==> src/rtl/core/bdil_pkg.sv <==
// Shared types, register codes and constants for the 3x3 binary dilation core.
package bdil_pkg;

	localparam int CFG_W   = 10;
	localparam int MASK_W  = 9;
	localparam int CHAN_W  = 8;
	localparam int PIX_W   = 3 * CHAN_W;
	localparam int PADDR_W = 4;
	localparam int PDATA_W = 32;
	localparam int WIN_N   = 9;
	localparam int CENTER  = 4;

	localparam logic [1:0] REG_WIDTH  = 2'd0;
	localparam logic [1:0] REG_HEIGHT = 2'd1;
	localparam logic [1:0] REG_MASK   = 2'd2;

	localparam logic [CFG_W-1:0]  RST_WIDTH  = CFG_W'(512);
	localparam logic [CFG_W-1:0]  RST_HEIGHT = CFG_W'(512);
	localparam logic [MASK_W-1:0] RST_MASK   = MASK_W'(511);

	localparam logic [CHAN_W-1:0] WHITE      = 8'hFF;
	localparam logic              KIND_FLUSH = 1'b1;

	typedef logic [PIX_W-1:0] pixel_t;

	typedef struct packed {
		logic [CFG_W-1:0]  width;
		logic [CFG_W-1:0]  height;
		logic [MASK_W-1:0] mask;
		logic              restart;
	} cfg_t;

endpackage

==> src/rtl/core/bdil_window.sv <==
// 3x3 window registers, frame position tracking and the dilation decision.
module bdil_window import bdil_pkg::*; #(
	parameter int MAX_WIDTH  = 512,
	parameter int MAX_HEIGHT = 512
) (
	input  logic   clk,
	input  logic   arst_n,
	input  cfg_t   cfg,
	input  logic   adv,
	input  pixel_t pix_s1,
	input  pixel_t up1,
	input  pixel_t up2,
	output logic   res_valid,
	output pixel_t res_pix,
	output logic   res_last
);

	localparam int XW = ($clog2(MAX_WIDTH) < CFG_W) ? $clog2(MAX_WIDTH) : CFG_W;
	localparam int YW = ($clog2(MAX_HEIGHT) < CFG_W) ? $clog2(MAX_HEIGHT) : CFG_W;

	pixel_t           win_q [WIN_N];
	pixel_t           nw    [WIN_N];
	logic [CFG_W-1:0] warm_q;
	logic             primed_q;
	logic [XW-1:0]    ocol_q;
	logic [YW-1:0]    orow_q;
	logic             col_end;
	logic             row_end;
	logic             interior;
	logic             hit;

	assign col_end = ({1'b0, CFG_W'(ocol_q)} + (CFG_W + 1)'(1)) == {1'b0, cfg.width};
	assign row_end = ({1'b0, CFG_W'(orow_q)} + (CFG_W + 1)'(1)) == {1'b0, cfg.height};
	assign interior = (ocol_q != '0) && !col_end && (orow_q != '0) && !row_end;

	always_comb begin
		for (int r = 0; r < 3; r++) begin
			nw[3*r]     = win_q[3*r+1];
			nw[3*r + 1] = win_q[3*r+2];
		end
		nw[2] = up2;
		nw[5] = up1;
		nw[8] = pix_s1;
		hit = 1'b0;
		for (int k = 0; k < WIN_N; k++) begin
			if (cfg.mask[k] && (nw[k][CHAN_W-1:0] == WHITE)) begin
				hit = 1'b1;
			end
		end
	end

	assign res_valid = adv && primed_q;
	assign res_pix   = (interior && hit) ? '1 : nw[CENTER];
	assign res_last  = row_end && col_end;

	always_ff @(posedge clk) begin
		if (adv) begin
			for (int k = 0; k < WIN_N; k++) begin
				win_q[k] <= nw[k];
			end
		end
	end

	always_ff @(posedge clk or negedge arst_n) begin
		if (!arst_n) begin
			warm_q   <= '0;
			primed_q <= 1'b0;
			ocol_q   <= '0;
			orow_q   <= '0;
		end else if (cfg.restart) begin
			warm_q   <= '0;
			primed_q <= 1'b0;
			ocol_q   <= '0;
			orow_q   <= '0;
		end else if (adv) begin
			if (!primed_q) begin
				if (warm_q == cfg.width) begin
					primed_q <= 1'b1;
				end else begin
					warm_q <= warm_q + CFG_W'(1);
				end
			end else if (res_last) begin
				warm_q   <= '0;
				primed_q <= 1'b0;
				ocol_q   <= '0;
				orow_q   <= '0;
			end else if (col_end) begin
				ocol_q <= '0;
				orow_q <= orow_q + YW'(1);
			end else begin
				ocol_q <= ocol_q + XW'(1);
			end
		end
	end

endmodule

==> config.mk <==
export PLATFORM = sky130hd
export DESIGN_NAME = bdil_window
export DESIGN_NICKNAME = d
export VERILOG_FILES = /design/src/rtl/core/bdil_pkg.sv /design/src/rtl/core/bdil_window.sv
export SDC_FILE = /design/constraint.sdc
export NUM_CORES = 1
export LEC_CHECK = 0
export BUFFER_PORTS_ARGS = -buffer_cell sky130_fd_sc_hd__buf_2
export CAP_MARGIN = 40
export CELL_PAD_IN_SITES_DETAIL_PLACEMENT = 0
export CELL_PAD_IN_SITES_GLOBAL_PLACEMENT = 2
export CORE_UTILIZATION = 35
export DETAILED_ROUTE_END_ITERATION = 8
export PLACE_DENSITY = 0.87
export SETUP_SLACK_MARGIN = 0.02
export SLEW_MARGIN = 15
export SYNTH_ARGS = -nofsm -noshare
export SYNTH_HDL_FRONTEND = slang
export SYNTH_SLANG_ARGS = --single-unit
==> constraint.sdc <==
create_clock -name clk -period 7.5 [get_ports clk]
set_input_delay 1.5 -clock clk [delete_from_list [all_inputs] [get_ports clk]]
set_output_delay 1.5 -clock clk [all_outputs]
set_load 0.005 [all_outputs]
==> flow_summary.toml <==
[route]
wirelength_mm = 10.9
wl_per_cell_um = 15.6
dr_total_vias = 3631
drtAntennaViolNets = 0
drt-initial-drc-count = 300
drcViolationCount = 0
viasPerCell = 5.17
dr.pass1.iters = 5

[critical_path]
cp-start-kind = "input port"
cp.arrival_ps = 3630
crit_path_end_kind = "primary output"
critPathKind = "input port to primary output"
slowest_stage = "a2111oi_4"
crit_buf_inv = 3
crit_required_ps = 6000
cp_max_fo = 24
path_cells = "buf_2 > xnor2_1 > or3_1 > a2111oi_4 > o2111ai_2 > o211ai_1 > buf_4 > nand2b_1 > buf_2"
cpMostUsedCell = "buf_2"
crit_family = "compound AO/OA/AOI/OAI gates"
max_stage_delay_ps = 400

[finish]
postLayoutCoreUtil = 0.435
final_cell_area_um2 = 5740
fillerInstances = 1269
drive_gt1_frac = 0.243
layout.nets = 632
layout_commonest_cell = "buf_2"
finalNonFillerCells = 702
diodes = 0
final_cell_mix = "buf_2 (98), edfxtp_1 (64), nand2_1 (29), dfrtp_1 (29), xnor2_1 (26)"
syn_to_final_growth_pct = 21.3

[die]
io_pins = 131
start_util = 0.359
die_w_um = 118
die_area_um2 = 14000
die-height_um = 118
core_um2 = 13200
rows = 42

[clock_tree]
cts.reportedPaths.clkPinSlew_ps = 60
cts_setup_buffers = 0
cts_buffers = 9
cts_resized = 0
cts_tree = "yes"
cts_sinks = 93
cts_root_buffer = "clkbuf_16"
cts_htree_levels = 3
cts_buffer_depth = 2
clock_latency_ps = 340
postCtsHoldBufs = 0

[sta]
rsz0062_at_grt = "no"
whs_ps = 451
fmax_ghz = 0.195
setup_violations = 0
finalClockSkew_ps = 6.50
slew_viol_final = 0
hold_viol = 0
tightest_slew_ps = 843
tns_ps = 0
timing.final.crit_share = 0.684
fin_crit_ps = 5130
setup_ws_ps = 2370
slew-limit-headroom = 0.437

[hold_path]
holdCritPathClass = "flop to flop"

[yosys]
synthSimpleGateAreaFrac = 0.209
synth_edf_count = 64
syn_avg_cell_area_um2 = 11.2
yosys_register_bits = 93
ys_warn_count = 0
synth_fa_ha_area_frac = 0.0132
synthDistinctLibCells = 50
syn_nets = 534
ys.flop_type = "edfxtp_1"
synth_area_um2 = 4730
yosysSeqAreaShare = 0.559
synth_top_family_by_area = "simple AND/OR/NAND/NOR gates"
syn_inst = 424
synth_compound_area_frac = 0.106
synthArstFlopShare = 0.312
synth_mux_area_frac = 0.00212
synth_xor_area_frac = 0.0756

[global_routing]
antenna_found_initial = 0
gr-total-overflow = 0
grt_pass1_vias = 3521
grt_max_degree = 70
track_usage = 0.165
grt_pass1_wl_mm = 17.8

[placed_design]
gp_congestion = 0.804
hpwlAfterDp_mm = 7.85
place_ws_ps = 2350
placed_cell_area_um2 = 5400
port_buffers = 98
placedCellCount = 687

[power_and_ir_drop]
ir_drop_mv = 0.0898
p_leak_nw = 2.13
total_power_mw = 1.20
power_density_nw_per_um2 = 210

[flow_run]
drv_cap = 0

[outcome]
status = "finished clean"
-- final cells by class --
class / instances / area [µm²] / area share
flip-flops and latches: 93 / 2650 / 0.461
clock inverters: 5 / 108 / 0.0188
repair buffers: 102 / 520 / 0.0907
multi-input cells: 294 / 1930 / 0.336
well taps: 176 / 220 / 0.0384
clock buffers: 10 / 229 / 0.0399
inverters: 22 / 82.6 / 0.0144
-- worst reg2reg max path, cell delays in order, from the launching register on --
cell	delay [ps]
dfrtp_1	560
nand3_1	310
or2_2	390
a211oi_1	350
o2111ai_1	310
o31ai_2	740
mux2i_1	190
-- worst paths after layout --
check | startpoint | endpoint | slack [ps] | cells past startpoint
worst max-delay path | cfg[16] | res_pix[2] | 2370 | 9
worst min-delay path | win_q[2][6]$_DFFE_PP_ | win_q[1][6]$_DFFE_PP_ | 450 | 0
worst max register to register | orow_q[2]$_DFFE_PN0P_ | warm_q[0]$_DFFE_PN0P_ | 4490 | 6
worst min register to register | win_q[2][6]$_DFFE_PP_ | win_q[1][6]$_DFFE_PP_ | 450 | 0
max in group asynchronous | arst_n | warm_q[0]$_DFFE_PN0P_ | 5840 | 1
min in group asynchronous | arst_n | warm_q[8]$_DFFE_PN0P_ | 1210 | 1
-- metal layers --
| layer | wire, µm | track usage | up-vias |
|---|---|---|---|
| li1 | - | - | 1775 |
| met1 | 4910 | 0.214 | 1749 |
| met2 | 5230 | 0.266 | 97 |
| met3 | 663 | 0.0478 | 10 |
| met4 | 130 | 0.0481 | 0 |
| met5 | 0 | 0 | - |
-- flip-flops by register name, indices dropped and copies added, names as in the netlist --
| signal | flops |
|---|---|
| primed_q | 1 |
| win_q | 64 |
| ocol_q | 9 |
| orow_q | 9 |
| warm_q | 10 |
-- cells by family (layout without fill, tap and decap cells) --
group                      Yosys count  count (layout)
AOI/OAI and AO/OA                   69              69
xor gates and xnor gates            40              40
adders and majority gates            5               5
buffers and inverters               37             139
DFF                                 93              93
muxes                                1               1
and+or+nand+nor                    179             179
-- synthesized netlist by cell type (5+ instances only) --
cell type  number  area share
edfxtp_1       64        0.41
dfrtp_1        29        0.15
nand2_1        29       0.023
xnor2_1        26       0.048
nand3_1        25       0.026
nand2b_1       24       0.032
nor3_1         24       0.025
inv_1          20       0.016
nand4_1        20       0.026
o21ai_0        19       0.020
nor2_1         16       0.013
xor2_1         13       0.024
o211ai_1       12       0.019
or3_1          11       0.015
a31oi_1         9       0.012
buf_2           9      0.0095
nor2b_1         8       0.011
nor4_1          7      0.0093
ha_1            5       0.013
o22ai_1         5      0.0066
-- power breakdown --
group	total (mW)	switching (mW)	internal (mW)
sequential	0.599	0.0146	0.584
clock	0.511	0.185	0.326
combinational	0.0951	0.0531	0.0420
No activity file was read; power rests on OpenSTA's default activity.
