## src/rtl/core/bdil_pkg.sv

```systemverilog
// Shared types, register codes and constants for the 3x3 binary dilation core.
package bdil_pkg;

	localparam int CFG_W   = 10;
	localparam int MASK_W  = 9;
	localparam int CHAN_W  = 8;
	localparam int PIX_W   = 3 * CHAN_W;
	localparam int PADDR_W = 4;
	localparam int PDATA_W = 32;
	localparam int WIN_N   = 9;
	localparam int CENTER  = 4;

	localparam logic [1:0] REG_WIDTH  = 2'd0;
	localparam logic [1:0] REG_HEIGHT = 2'd1;
	localparam logic [1:0] REG_MASK   = 2'd2;

	localparam logic [CFG_W-1:0]  RST_WIDTH  = CFG_W'(512);
	localparam logic [CFG_W-1:0]  RST_HEIGHT = CFG_W'(512);
	localparam logic [MASK_W-1:0] RST_MASK   = MASK_W'(511);

	localparam logic [CHAN_W-1:0] WHITE      = 8'hFF;
	localparam logic              KIND_FLUSH = 1'b1;

	typedef logic [PIX_W-1:0] pixel_t;

	typedef struct packed {
		logic [CFG_W-1:0]  width;
		logic [CFG_W-1:0]  height;
		logic [MASK_W-1:0] mask;
		logic              restart;
	} cfg_t;

endpackage

```

## src/rtl/core/bdil_cfg.sv

```systemverilog
// Configuration register file with APB-style access and size clamping.
module bdil_cfg import bdil_pkg::*; #(
	parameter int MAX_WIDTH  = 512,
	parameter int MAX_HEIGHT = 512
) (
	input  logic               clk,
	input  logic               arst_n,
	input  logic               psel,
	input  logic               penable,
	input  logic               pwrite,
	input  logic [PADDR_W-1:0] paddr,
	input  logic [PDATA_W-1:0] pwdata,
	output logic [PDATA_W-1:0] prdata,
	output cfg_t               cfg
);

	logic [CFG_W-1:0]  width_q;
	logic [CFG_W-1:0]  height_q;
	logic [MASK_W-1:0] mask_q;
	logic              wr;
	logic [1:0]        idx;
	logic [CFG_W-1:0]  eff_w;
	logic [CFG_W-1:0]  eff_h;

	assign wr  = psel && penable && pwrite;
	assign idx = paddr[PADDR_W-1:2];

	always_ff @(posedge clk or negedge arst_n) begin
		if (!arst_n) begin
			width_q  <= RST_WIDTH;
			height_q <= RST_HEIGHT;
			mask_q   <= RST_MASK;
		end else if (wr) begin
			case (idx)
				REG_WIDTH:  width_q  <= pwdata[CFG_W-1:0];
				REG_HEIGHT: height_q <= pwdata[CFG_W-1:0];
				REG_MASK:   mask_q   <= pwdata[MASK_W-1:0];
				default:    ;
			endcase
		end
	end

	always_comb begin
		eff_w = width_q;
		if (width_q == '0) begin
			eff_w = CFG_W'(1);
		end else if (int'(width_q) > MAX_WIDTH) begin
			eff_w = CFG_W'(MAX_WIDTH);
		end
		eff_h = height_q;
		if (height_q == '0) begin
			eff_h = CFG_W'(1);
		end else if (int'(height_q) > MAX_HEIGHT) begin
			eff_h = CFG_W'(MAX_HEIGHT);
		end
	end

	always_comb begin
		case (idx)
			REG_WIDTH:  prdata = PDATA_W'(width_q);
			REG_HEIGHT: prdata = PDATA_W'(height_q);
			REG_MASK:   prdata = PDATA_W'(mask_q);
			default:    prdata = '0;
		endcase
	end

	assign cfg.width   = eff_w;
	assign cfg.height  = eff_h;
	assign cfg.mask    = mask_q;
	assign cfg.restart = wr && (idx == REG_WIDTH || idx == REG_HEIGHT);

endmodule

```

## config.mk

```make
export PLATFORM = sky130hd
export DESIGN_NAME = bdil_cfg
export DESIGN_NICKNAME = d
export VERILOG_FILES = /design/src/rtl/core/bdil_pkg.sv /design/src/rtl/core/bdil_cfg.sv
export SDC_FILE = /design/constraint.sdc
export NUM_CORES = 1
export LEC_CHECK = 0
export ABC_AREA = 1
export BUFFER_PORTS_ARGS = -buffer_cell sky130_fd_sc_hd__buf_2
export CORE_MARGIN = 2
export CORE_UTILIZATION = 25
export DETAILED_ROUTE_END_ITERATION = 16
export GPL_ROUTABILITY_DRIVEN = 0
export MAX_ROUTING_LAYER = met4
export PLACE_DENSITY = 0.48
export SETUP_SLACK_MARGIN = 0.5
export SLEW_MARGIN = 20
export SYNTH_ARGS = -nofsm -noshare
export SYNTH_HDL_FRONTEND = slang
export SYNTH_SLANG_ARGS = --single-unit
```

## constraint.sdc

```tcl
create_clock -name clk -period 2.4 [get_ports clk]
set_input_delay 0.36 -clock clk [delete_from_list [all_inputs] [get_ports clk]]
set_output_delay 0.36 -clock clk [all_outputs]
set_load 0.05 [all_outputs]
```

==> results.md, run 1 <==
* Family with the most delay on the worst path: simple AND/OR/NAND/NOR gates
* RSZ-0062 raised after global routing: yes
* Pin slew with the least headroom to its limit at about 0.66 ns
* Highest routed layer: met4
* Final Max Slew Viols at 0
* Antenna violations before repair at 0
* Run status: finished, final reports clean
* Global-route wire length before repair at roughly 7 mm
* CTS Sinks at 29
* Count of unique library cells instantiated by Yosys at 24
* TritonCTS clock tree: yes
* TritonCTS Buffers at 5
* Kind of capture point of the worst setup path: output pin
* DRT met1 WL at between 2 and 2.5 mm
* Post-synthesis register bit count at 29
* Total half-perimeter wirelength after legalization and detailed placement at approximately 3.4 mm
* Vias in the first global route at approximately 1400
* Top flip-flop cell by instance count after synthesis: dfrtp_1
* Gate count after technology mapping at 213
* Crit path launch type: register
* Class of the most critical hold timing path: in2async
* Fmax achieved at 551 MHz
* Most frequently used cell type in the post-synthesis netlist: nand2_1
* Mean post-synth cell area at 8.09 um2
* Design Area, Final at 0.00220 mm2
* Total area of sequential cells at approximately 740 um2
* Detailed-route wire length per cell at around 13 um
* Wire length on met3 at between 200 and 250 um
* Routed vias at ~1400
* Clock period minus worst slack at around 1.8 ns
* Static leakage at approximately 1.1 nW
* CP dominant cell by count: nor2_1
* Arrival @ worst endpoint at roughly 1.5 ns
* H-Tree Level Count at 2
* Largest net degree at the start of global routing at 30
* Starting utilization of the core area at 0.256
* Sum of buffers and inverters on the critical path at 1
* Proportion of register bits with asynchronous set or reset after synthesis at 1.00
* Antenna diodes at 0
* Total negative slack for setup checks at 0 ns
* CTS root buffer: clkbuf_8
* CP Class: reg2out
* Slowest cell on crit path: dfrtp_1
* Total power after layout at around 2.3 mW
* Total length of routed wires at around 4.4 mm
* Multi-input combinational cell area at roughly 800 um2
* DRC at 0
* Filler cells at 750
* Reg clk slew, reported paths at ~0.06 ns
* Vias per std cell at approximately 4.1
* Worst-case clock skew at 0 ns
* Number of nets with antenna violations after routing at 0
* Required time at the worst-slack endpoint at around 2 ns
* Largest stage delay on the critical path at ~0.40 ns
* DRC violation total after the first TritonRoute iteration at roughly 100
* Top post-synthesis cells by area: dfrtp_1, dfstp_2, buf_4, nand2_1, inv_1
* Placed Area at slightly above 0.002 mm2
* Post-synthesis to final-layout area growth at 27.5%
* Overflow left after global routing at 0
* Areal power density over the cells at 1050 mW/mm2
* Max capacitance violation total at 0
* Clock insertion delay at the later pin of the skew report at ~0.28 ns
* Die ar. at between 0.007 and 0.008 mm2
* Synth Warn # at 0
* Fraction of final layout cells sized beyond drive strength 1 at 0.422
* Post-synth EDFFs at 0
* Nets at between 300 and 400
* Maximum count of clock buffers along a single path at 2
* Register area share after synthesis at 0.429
* Worst IR Drop VDD at between 300 and 400 uV
* Die Y-Extent at 87.0 um
* Buffers on Ports at 56
* Count of boundary I/O pins at 103
* Normalized max-slew margin at 0.557
* Largest fanout on the critical path at 7
* Area of the core at 0.00672 mm2
* Global routing usage summed across all routing layers at 0.127
* Setup violators final at 0
* Final count of hold timing violations at 0
* Detailed-routing iteration count for the pre-antenna-repair pass at 4
* Post-synthesis cell type with the largest combined area: dfrtp_1
* Cells along the critical path: nor2_1 -> nand3_1 -> nor2_2 -> nor2_4 -> nor2_1 -> buf_6
* Share of Yosys cell area claimed by the top area cell type at 0.261
* Die width at about 87 um
* Met2 WL at between 1.5 and 2 mm
* Number of standard-cell rows in the floorplan at 30
* Commonest cells in the netlist: nand2_1, inv_1, nor2_1
* Netlist area before placement at 0.00172 mm2
* Tcrit/Tclk final at 0.756
-- flip-flops by register name, indices dropped and copies added, names as in the netlist --
register and cells:
width_q 10, height_q 10, mask_q 9
-- report_power, final --
| part | internal [mW] | switching [mW] | total [mW] |
|---|---|---|---|
| sequential | 0.639 | 0.0729 | 0.711 |
| clock | 0.200 | 0.187 | 0.387 |
| combinational | 0.292 | 0.909 | 1.20 |
-- layout by cell type, fill, tap and decap left out, types with 2 or more instances in the layout --
master,instances
dfstp_2,11
buf_4,10
dfrtp_1,18
nand2_1,43
buf_2,42
o21ai_1,10
nor2_2,5
inv_2,5
inv_1,27
nand2_2,2
o21ai_2,11
nor2_1,22
clkbuf_8,5
buf_6,6
nor2_4,3
conb_1,22
clkinv_2,2
o221ai_2,9
o21ai_0,8
nand3_1,4
-- final cells by class --
type                            instances  share of cell area
Timing Repair Buffer                   58               0.161
Multi-Input combinational cell        143               0.365
Sequential cell                        29               0.337
Clock inverter                          2             0.00456
Tap cell                               80              0.0456
Inverter                               32              0.0547
Clock buffer                            6              0.0330
-- layer usage --
metal,vias to the layer above,track usage
met4,0,0.0511
met1,642,0.173
met3,6,0.0303
li1,739,-
met5,-,-
met2,45,0.180
-- worst paths after layout --
check | slack, ns | end | from | cells past startpoint
setup / recovery | 0.59 | cfg[26] | width_q[6] | 6
max in group asynchronous | 1.86 | height_q[0] | arst_n | 1
hold reg to reg | 0.52 | mask_q[6] | mask_q[6] | 2
setup reg to reg | 1.52 | width_q[9] | width_q[9] | 2
min in group clk | 0.31 | mask_q[6] | pwdata[6] | 3
hold / removal | 0.11 | width_q[8] | arst_n | 1
-- metrics by stage --
step / std cells / hold slack (ns) / utilization / setup WS, ns
finish: 350 / 0.110 / 0.327 / 0.586
global route: 350 / 0.153 / 0.327 / 0.486
CTS: 350 / 0.133 / 0.316 / 0.500
detailed placement: 342 / 0.435 / 0.302 / 0.530
global placement: 342 / 0.440 / 0.302 / 0.518
floorplan: 234 / 0.0644 / - / 0.622
-- what timing repair did --
action,CTS,global route
setup endpoints to repair,14,23
resized for setup,4,41
hold buffers,0,0
pin swaps,0,1
buffers inserted,0,0
-- cell families (layout without fill, tap and decap cells) --
family                 Yosys count  after routing  share of synthesized area
flip-flops                      29             29                      0.429
AND/OR/NAND/NOR                 82             82                      0.211
buffers and inverters           62             98                      0.200
AO/OA/AOI/OAI                   39             39                      0.158
other                            1             22                    0.00218
Note: power is estimated with default switching activity, not from simulation.
==> run 2: changes to the inputs <==
--- a/config.mk
+++ b/config.mk
@@ -5,7 +5,7 @@
 export SDC_FILE = /design/constraint.sdc
 export NUM_CORES = 1
 export LEC_CHECK = 0
-export ABC_AREA = 1
+export ABC_AREA = 0
 export BUFFER_PORTS_ARGS = -buffer_cell sky130_fd_sc_hd__buf_2
 export CORE_MARGIN = 2
 export CORE_UTILIZATION = 25
==> constraint.sdc (replaced) <==
create_clock -name clk -period 1.9 [get_ports clk]
set_input_delay 0.285 -clock clk [delete_from_list [all_inputs] [get_ports clk]]
set_output_delay 0.285 -clock clk [all_outputs]
set_load 0.05 [all_outputs]
==> results.md, run 2 <==
* Total length of routed wires at around 4.9 mm
* Detailed-routing iteration count for the pre-antenna-repair pass at 2
* Detailed-route wire length per cell at approximately 16 um
* CTS Sinks at 29
* Filler cells at 600
* Nets at about 280
* DRC violation total after the first TritonRoute iteration at 21
* Worst IR Drop VDD at just over 600 uV
* Buffers on Ports at 56
* Netlist area before placement at roughly 0.0017 mm2
* Post-synth EDFFs at 0
* Most frequent cells in the layout: buf_6, conb_1, mux2_2
* Kind of capture point of the worst setup path: output pin
* Clock power frac at 0.168
* Clock period minus worst slack at between 1.5 and 2 ns
* CTS root buffer: clkbuf_8
* Fmax achieved at approximately 590 MHz
* DRC at 0
* Final count of hold timing violations at 0
* Die ar. at approximately 0.0074 mm2
* Worst hold margin at between 0.04 and 0.05 ns
* TritonCTS clock tree: yes
* Number of nets with antenna violations after routing at 0
* Total half-perimeter wirelength after legalization and detailed placement at roughly 3.2 mm
* Antenna diodes at 0
* Routed vias at 1349
* Share of Yosys cell area claimed by the top area cell type at 0.267
* Count of unique library cells instantiated by Yosys at 21
* CP Class: reg2out
* Antenna violations before repair at 0
* Proportion of register bits with asynchronous set or reset after synthesis at 1.00
* Setup slack, reg-to-reg at 0.91 ns
* Post-synthesis cell type with the largest combined area: dfrtp_1
* Die width at roughly 86 um
* Commonest cells in the netlist: buf_4, mux2_2, dfrtp_1
* Required time at the worst-slack endpoint at around 1.6 ns
* Vias in the first global route at around 1400
* Total negative slack for setup checks at 0 ns
* Run status: finished, final reports clean
* Tcrit/Tclk final at 0.885
* Worst-case clock skew at 0 ns
* Register area share after synthesis at 0.438
* Clock insertion delay at the later pin of the skew report at ~0.28 ns
* Starting utilization of the core area at 0.262
* Portion of total power attributed to combinational logic at 0.586
* Worst flop-to-flop path startpoint: height_q[9]
* Global routing usage summed across all routing layers at 0.140
* Number of standard-cell rows in the floorplan at 29
* Areal power density over the cells at approximately 1300 mW/mm2
* Gate count after technology mapping at between 100 and 150
* Largest fanout on the critical path at 2
* Final Max Slew Viols at 0
* Fraction of final layout cells sized beyond drive strength 1 at 0.774
* Normalized max-slew margin at 0.550
* Top flip-flop cell by instance count after synthesis: dfrtp_1
* Placed Area at around 0.0021 mm2
* Vias per std cell at roughly 4.3
* Post-synthesis register bit count at 29
* Proportion of total power due to net switching at 0.422
* Max capacitance violation total at 0
* Post-synthesis to final-layout area growth at 79.6%
* Sequential cell fraction of total power at 0.246
* Synth Warn # at 0
* Switching power total at between 1.5 and 2 mW
* TritonCTS Buffers at 5
* Crit path launch type: register
* Final Instance Count excl. Fillers at about 310
* Mean post-synth cell area at 11.4 um2
* Design Area, Final at 0.00303 mm2
* Number of instances in the placed design at 280
* Worst flop-to-flop path endpoint: height_q[9]
* Number of cell instances on the worst register-to-register path at 3
* Reg clk slew, reported paths at 0.07 ns
* Global-route wire length before repair at roughly 7.7 mm
* Die Y-Extent at 86.2 um
* Maximum count of clock buffers along a single path at 2
* Setup violators final at 0
* Overflow left after global routing at 0
* RSZ-0062 raised after global routing: yes
* Class of the most critical hold timing path: in2async
* Top post-synthesis cells by area: dfrtp_1, dfstp_2, mux2_2, buf_4, mux2_4
* Internal Dissipation at between 2 and 2.5 mW
* Pin slew with the least headroom to its limit at 0.675 ns
* Area of the core at ~0.0065 mm2
* Most frequent standard cell in the layout excluding fill and tap cells: buf_6
* Most frequently used cell type in the post-synthesis netlist: buf_4
* Static leakage at around 1.4 nW
* H-Tree Level Count at 2
* Largest net degree at the start of global routing at 30
* Leading registers by flop count: height_q (10), width_q (10), mask_q (9)
* Count of boundary I/O pins at ~100
* Arrival @ worst endpoint at about 1.4 ns
-- run 2: cell count changes in the layout (fill, tap and decap cells not counted), moves of 10 or more --
| cell | before | now |
|---|---|---|
| buf_2 | 42 | 16 |
| buf_6 | 6 | 41 |
| buf_8 | 0 | 10 |
| inv_1 | 27 | 0 |
| mux2_2 | 0 | 19 |
| mux2_4 | 0 | 10 |
| nand2_1 | 43 | 9 |
| nor2_1 | 22 | 0 |
| nor2b_4 | 0 | 17 |
| o21ai_1 | 10 | 0 |
| o21ai_2 | 11 | 0 |
-- run 2: timing repair --
item / in CTS / in global routing
cloned: 1 / 0
setup endpoints to repair: 31 / 39
buffers inserted: 20 / 3
hold buffers: 0 / 0
pin swaps: 13 / 3
gates resized for setup: 118 / 46
-- run 2: power by group through the flow --
stage / Combinational (mW) / Clock, mW / Sequential [mW]
final: 2.31 / 0.662 / 0.968
after global routing: 2.41 / 0.702 / 0.991
after floorplan: 1.10 / 0 / 1.09
after CTS: 2.15 / 0.686 / 0.955
after global placement: 1.48 / 0 / 0.985
after detailed placement: 1.48 / 0 / 0.987
-- run 2: worst max-delay path, cell delays in order, from the launching register on --
cell and delay, ns:
dfrtp_1 0.43, nor4_4 0.30, a21oi_1 0.12, nor2_2 0.11
buf_6 0.16
-- run 2: area by class of cell --
type | instances | area (um2) | area share
clock buffer | 7 | 86.3 | 0.0285
tap | 77 | 96.3 | 0.0318
multi-input combinational | 110 | 1170 | 0.387
timing repair buffer | 88 | 907 | 0.299
sequential | 29 | 741 | 0.244
clock inverter | 1 | 30.0 | 0.00990
-- run 2: kinds of logic (layout without fill, tap and decap cells) --
kind of cell | count (synthesis) | after routing | share of synthesized area
other | 1 | 22 | 0.00222
AOI/OAI and AO/OA | 11 | 11 | 0.0326
buffers and inverters | 30 | 96 | 0.121
and+or+nand+nor | 38 | 38 | 0.132
DFF | 29 | 29 | 0.438
muxes | 39 | 39 | 0.275
-- run 2: worst max-delay path by stage --
| stage | from | endpoint | slack (ns) | cells past startpoint |
|---|---|---|---|---|
| 5_1_grt | height_q[1] | cfg[10] | 0.14 | 4 |
| 3_3_place_gp | paddr[3] | width_q[0] | 0.32 | 5 |
| 4_1_cts | width_q[1] | cfg[20] | 0.19 | 4 |
| 3_5_place_dp | paddr[3] | width_q[6] | 0.31 | 5 |
| 2_1_floorplan | width_q[9] | cfg[22] | 0.39 | 2 |
| 6_report | width_q[1] | cfg[20] | 0.22 | 4 |
-- run 2: through the flow --
stage	worst slack (ns)	total power, mW	util
6_report	0.219	3.94	0.470
4_1_cts	0.187	3.79	0.445
3_3_place_gp	0.317	2.47	0.332
2_1_floorplan	0.393	2.19	-
3_5_place_dp	0.311	2.47	0.332
5_1_grt	0.137	4.10	0.470
-- run 2: layer usage --
| layer | GRT usage | part of all wire |
|---|---|---|
| met1 | 0.186 | 0.45 |
| met2 | 0.220 | 0.49 |
| met3 | 0.0324 | 0.050 |
| met4 | 0.0341 | 0.012 |
| met5 | - | 0 |
==> run 3: changes to the inputs <==
--- a/config.mk
+++ b/config.mk
@@ -13,7 +13,7 @@
 export GPL_ROUTABILITY_DRIVEN = 0
 export MAX_ROUTING_LAYER = met4
 export PLACE_DENSITY = 0.48
-export SETUP_SLACK_MARGIN = 0.5
+export SETUP_SLACK_MARGIN = 0.02
 export SLEW_MARGIN = 20
 export SYNTH_ARGS = -nofsm -noshare
 export SYNTH_HDL_FRONTEND = slang
==> results.md, run 3 (synthesis results as in run 2) <==
* Total power after layout at between 3 and 4 mW
* Buffers on Ports at between 50 and 60
* Routed vias at roughly 1200
* Number of cell instances on the worst register-to-register path at 1
* Number of nets with antenna violations after routing at 0
* DRC at 0
* Run status: finished, final reports clean
* RSZ-0062 raised after global routing: no
* Detailed-route wire length per cell at roughly 15 um
* CTS root buffer: clkbuf_8
* Overflow left after global routing at 0
* Clock period minus worst slack at between 1.5 and 2 ns
* Tcrit/Tclk final at 0.942
* Global routing usage summed across all routing layers at 0.127
* Clock insertion delay at the later pin of the skew report at between 0.2 and 0.3 ns
* CTS Sinks at 29
* Vias in the first global route at 1203
* Total length of routed wires at 4.31 mm
* Antenna diodes at 0
* Fmax achieved at 559 MHz
* Reg clk slew, reported paths at 0.06 ns
* Global-route wire length before repair at between 6 and 7 mm
* Vias per std cell at between 4 and 5
* Total half-perimeter wirelength after legalization and detailed placement at 3.15 mm
* TritonCTS clock tree: yes
* TritonCTS Buffers at 5
* Minimum setup slack in the final design at around 0.11 ns
* Pin slew with the least headroom to its limit at roughly 0.67 ns
* Largest fanout on the critical path at 4
* Most frequent cells in the layout: buf_2, conb_1, mux2_2
* Most frequent standard cell in the layout excluding fill and tap cells: buf_2
* Die Y-Extent at 86.2 um
* Static leakage at 1.05 nW
* Worst-case clock skew at 0 ns
* Required time at the worst-slack endpoint at 1.62 ns
* Class of the most critical hold timing path: in2async
* Maximum count of clock buffers along a single path at 2
* Total negative slack for setup checks at 0 ns
* Count of boundary I/O pins at 103
* Filler cells at 700
* CP Class: reg2out
* Final Max Slew Viols at 0
* Count of buffers added by post-CTS timing repair for setup at 0
* Post-synthesis to final-layout area growth at 26.8%
* Crit path launch type: register
* Worst IR Drop VDD at ~650 uV
* Antenna violations before repair at 0
* Fin util at 0.332
* Kind of capture point of the worst setup path: output pin
* Largest net degree at the start of global routing at 30
* Max capacitance violation total at 0
* Normalized max-slew margin at 0.556
* Detailed-routing iteration count for the pre-antenna-repair pass at 4
* Setup violators final at 0
* Leading registers by flop count: height_q (10), width_q (10), mask_q (9)
* Die ar. at roughly 0.0074 mm2
* Number of standard-cell rows in the floorplan at 29
* Cts-stage hold buffer count at 0
* Nets at 250
* Area of the core at 0.00646 mm2
* DRC violation total after the first TritonRoute iteration at 47
* H-Tree Level Count at 2
* Areal power density over the cells at 1410 mW/mm2
* Final count of hold timing violations at 0
* Die width at 86.2 um
* Fraction of final layout cells sized beyond drive strength 1 at 0.548
* Post-Place Setup Slack at between 0.2 and 0.3 ns
* Arrival @ worst endpoint at about 1.5 ns
* Starting utilization of the core area at 0.262
-- run 3: changes by cell type in the layout (fill, tap and decap cells not counted), sizes merged --
cell / previous run / this run
clkbuf: 8 / 9
buf: 87 / 61
-- run 3: final cells by class --
class | count | area (um2) | share of cell area
clock buffers | 7 | 86.3 | 0.0403
clock inverters | 1 | 30.0 | 0.0140
multi-input cells | 110 | 840 | 0.392
flip-flops and latches | 29 | 739 | 0.345
well taps | 77 | 96.3 | 0.0450
repair buffers | 63 | 350 | 0.164
-- run 3: repair_timing --
action / 4_1_cts / 5_1_grt
endpoints found under the setup margin: 1 / 2
resized for setup: 1 / 3
pin swaps: 0 / 0
-- run 3: through the flow --
stage / instances / hold WS (ns) / area (um2)
global placement: 279 / 0.368 / 2010
CTS: 287 / 0.0527 / 2130
global route: 287 / 0.0747 / 2140
detailed placement: 279 / 0.360 / 2010
finish: 287 / 0.0361 / 2140
floorplan: 169 / -0.0106 / 1770
-- run 3: critical path, stage by stage, from the launching register on --
cell and delay (ns):
dfrtp_1 0.41, nor4_1 0.35, a21oi_1 0.11, nor2_1 0.11
clkbuf_4 0.24
-- run 3: final timing paths --
kind / start / endpoint / slack [ns]
worst max-delay path: height_q[3] / cfg[10] / 0.11
worst min-delay path: arst_n / width_q[6] / 0.04
worst max register to register: width_q[7] / width_q[7] / 1.05
worst min register to register: height_q[0] / height_q[0] / 0.54
max in group asynchronous: arst_n / width_q[4] / 1.43
min in group clk: pwdata[8] / width_q[8] / 0.26
-- run 3: routing by layer --
metal / track usage / vias up / share of wire
li1: - / 583 / -
met5: - / - / 0
met1: 0.161 / 583 / 0.44
met3: 0.0333 / 5 / 0.056
met4: 0.0341 / 0 / 0.011
met2: 0.201 / 55 / 0.49
-- run 3: power breakdown --
group	total [mW]	internal, mW	switching [mW]	leakage [nW]
Combinational	1.39	0.388	1.01	0.656
Clock	0.662	0.427	0.235	0.0585
Sequential	0.959	0.803	0.156	0.336
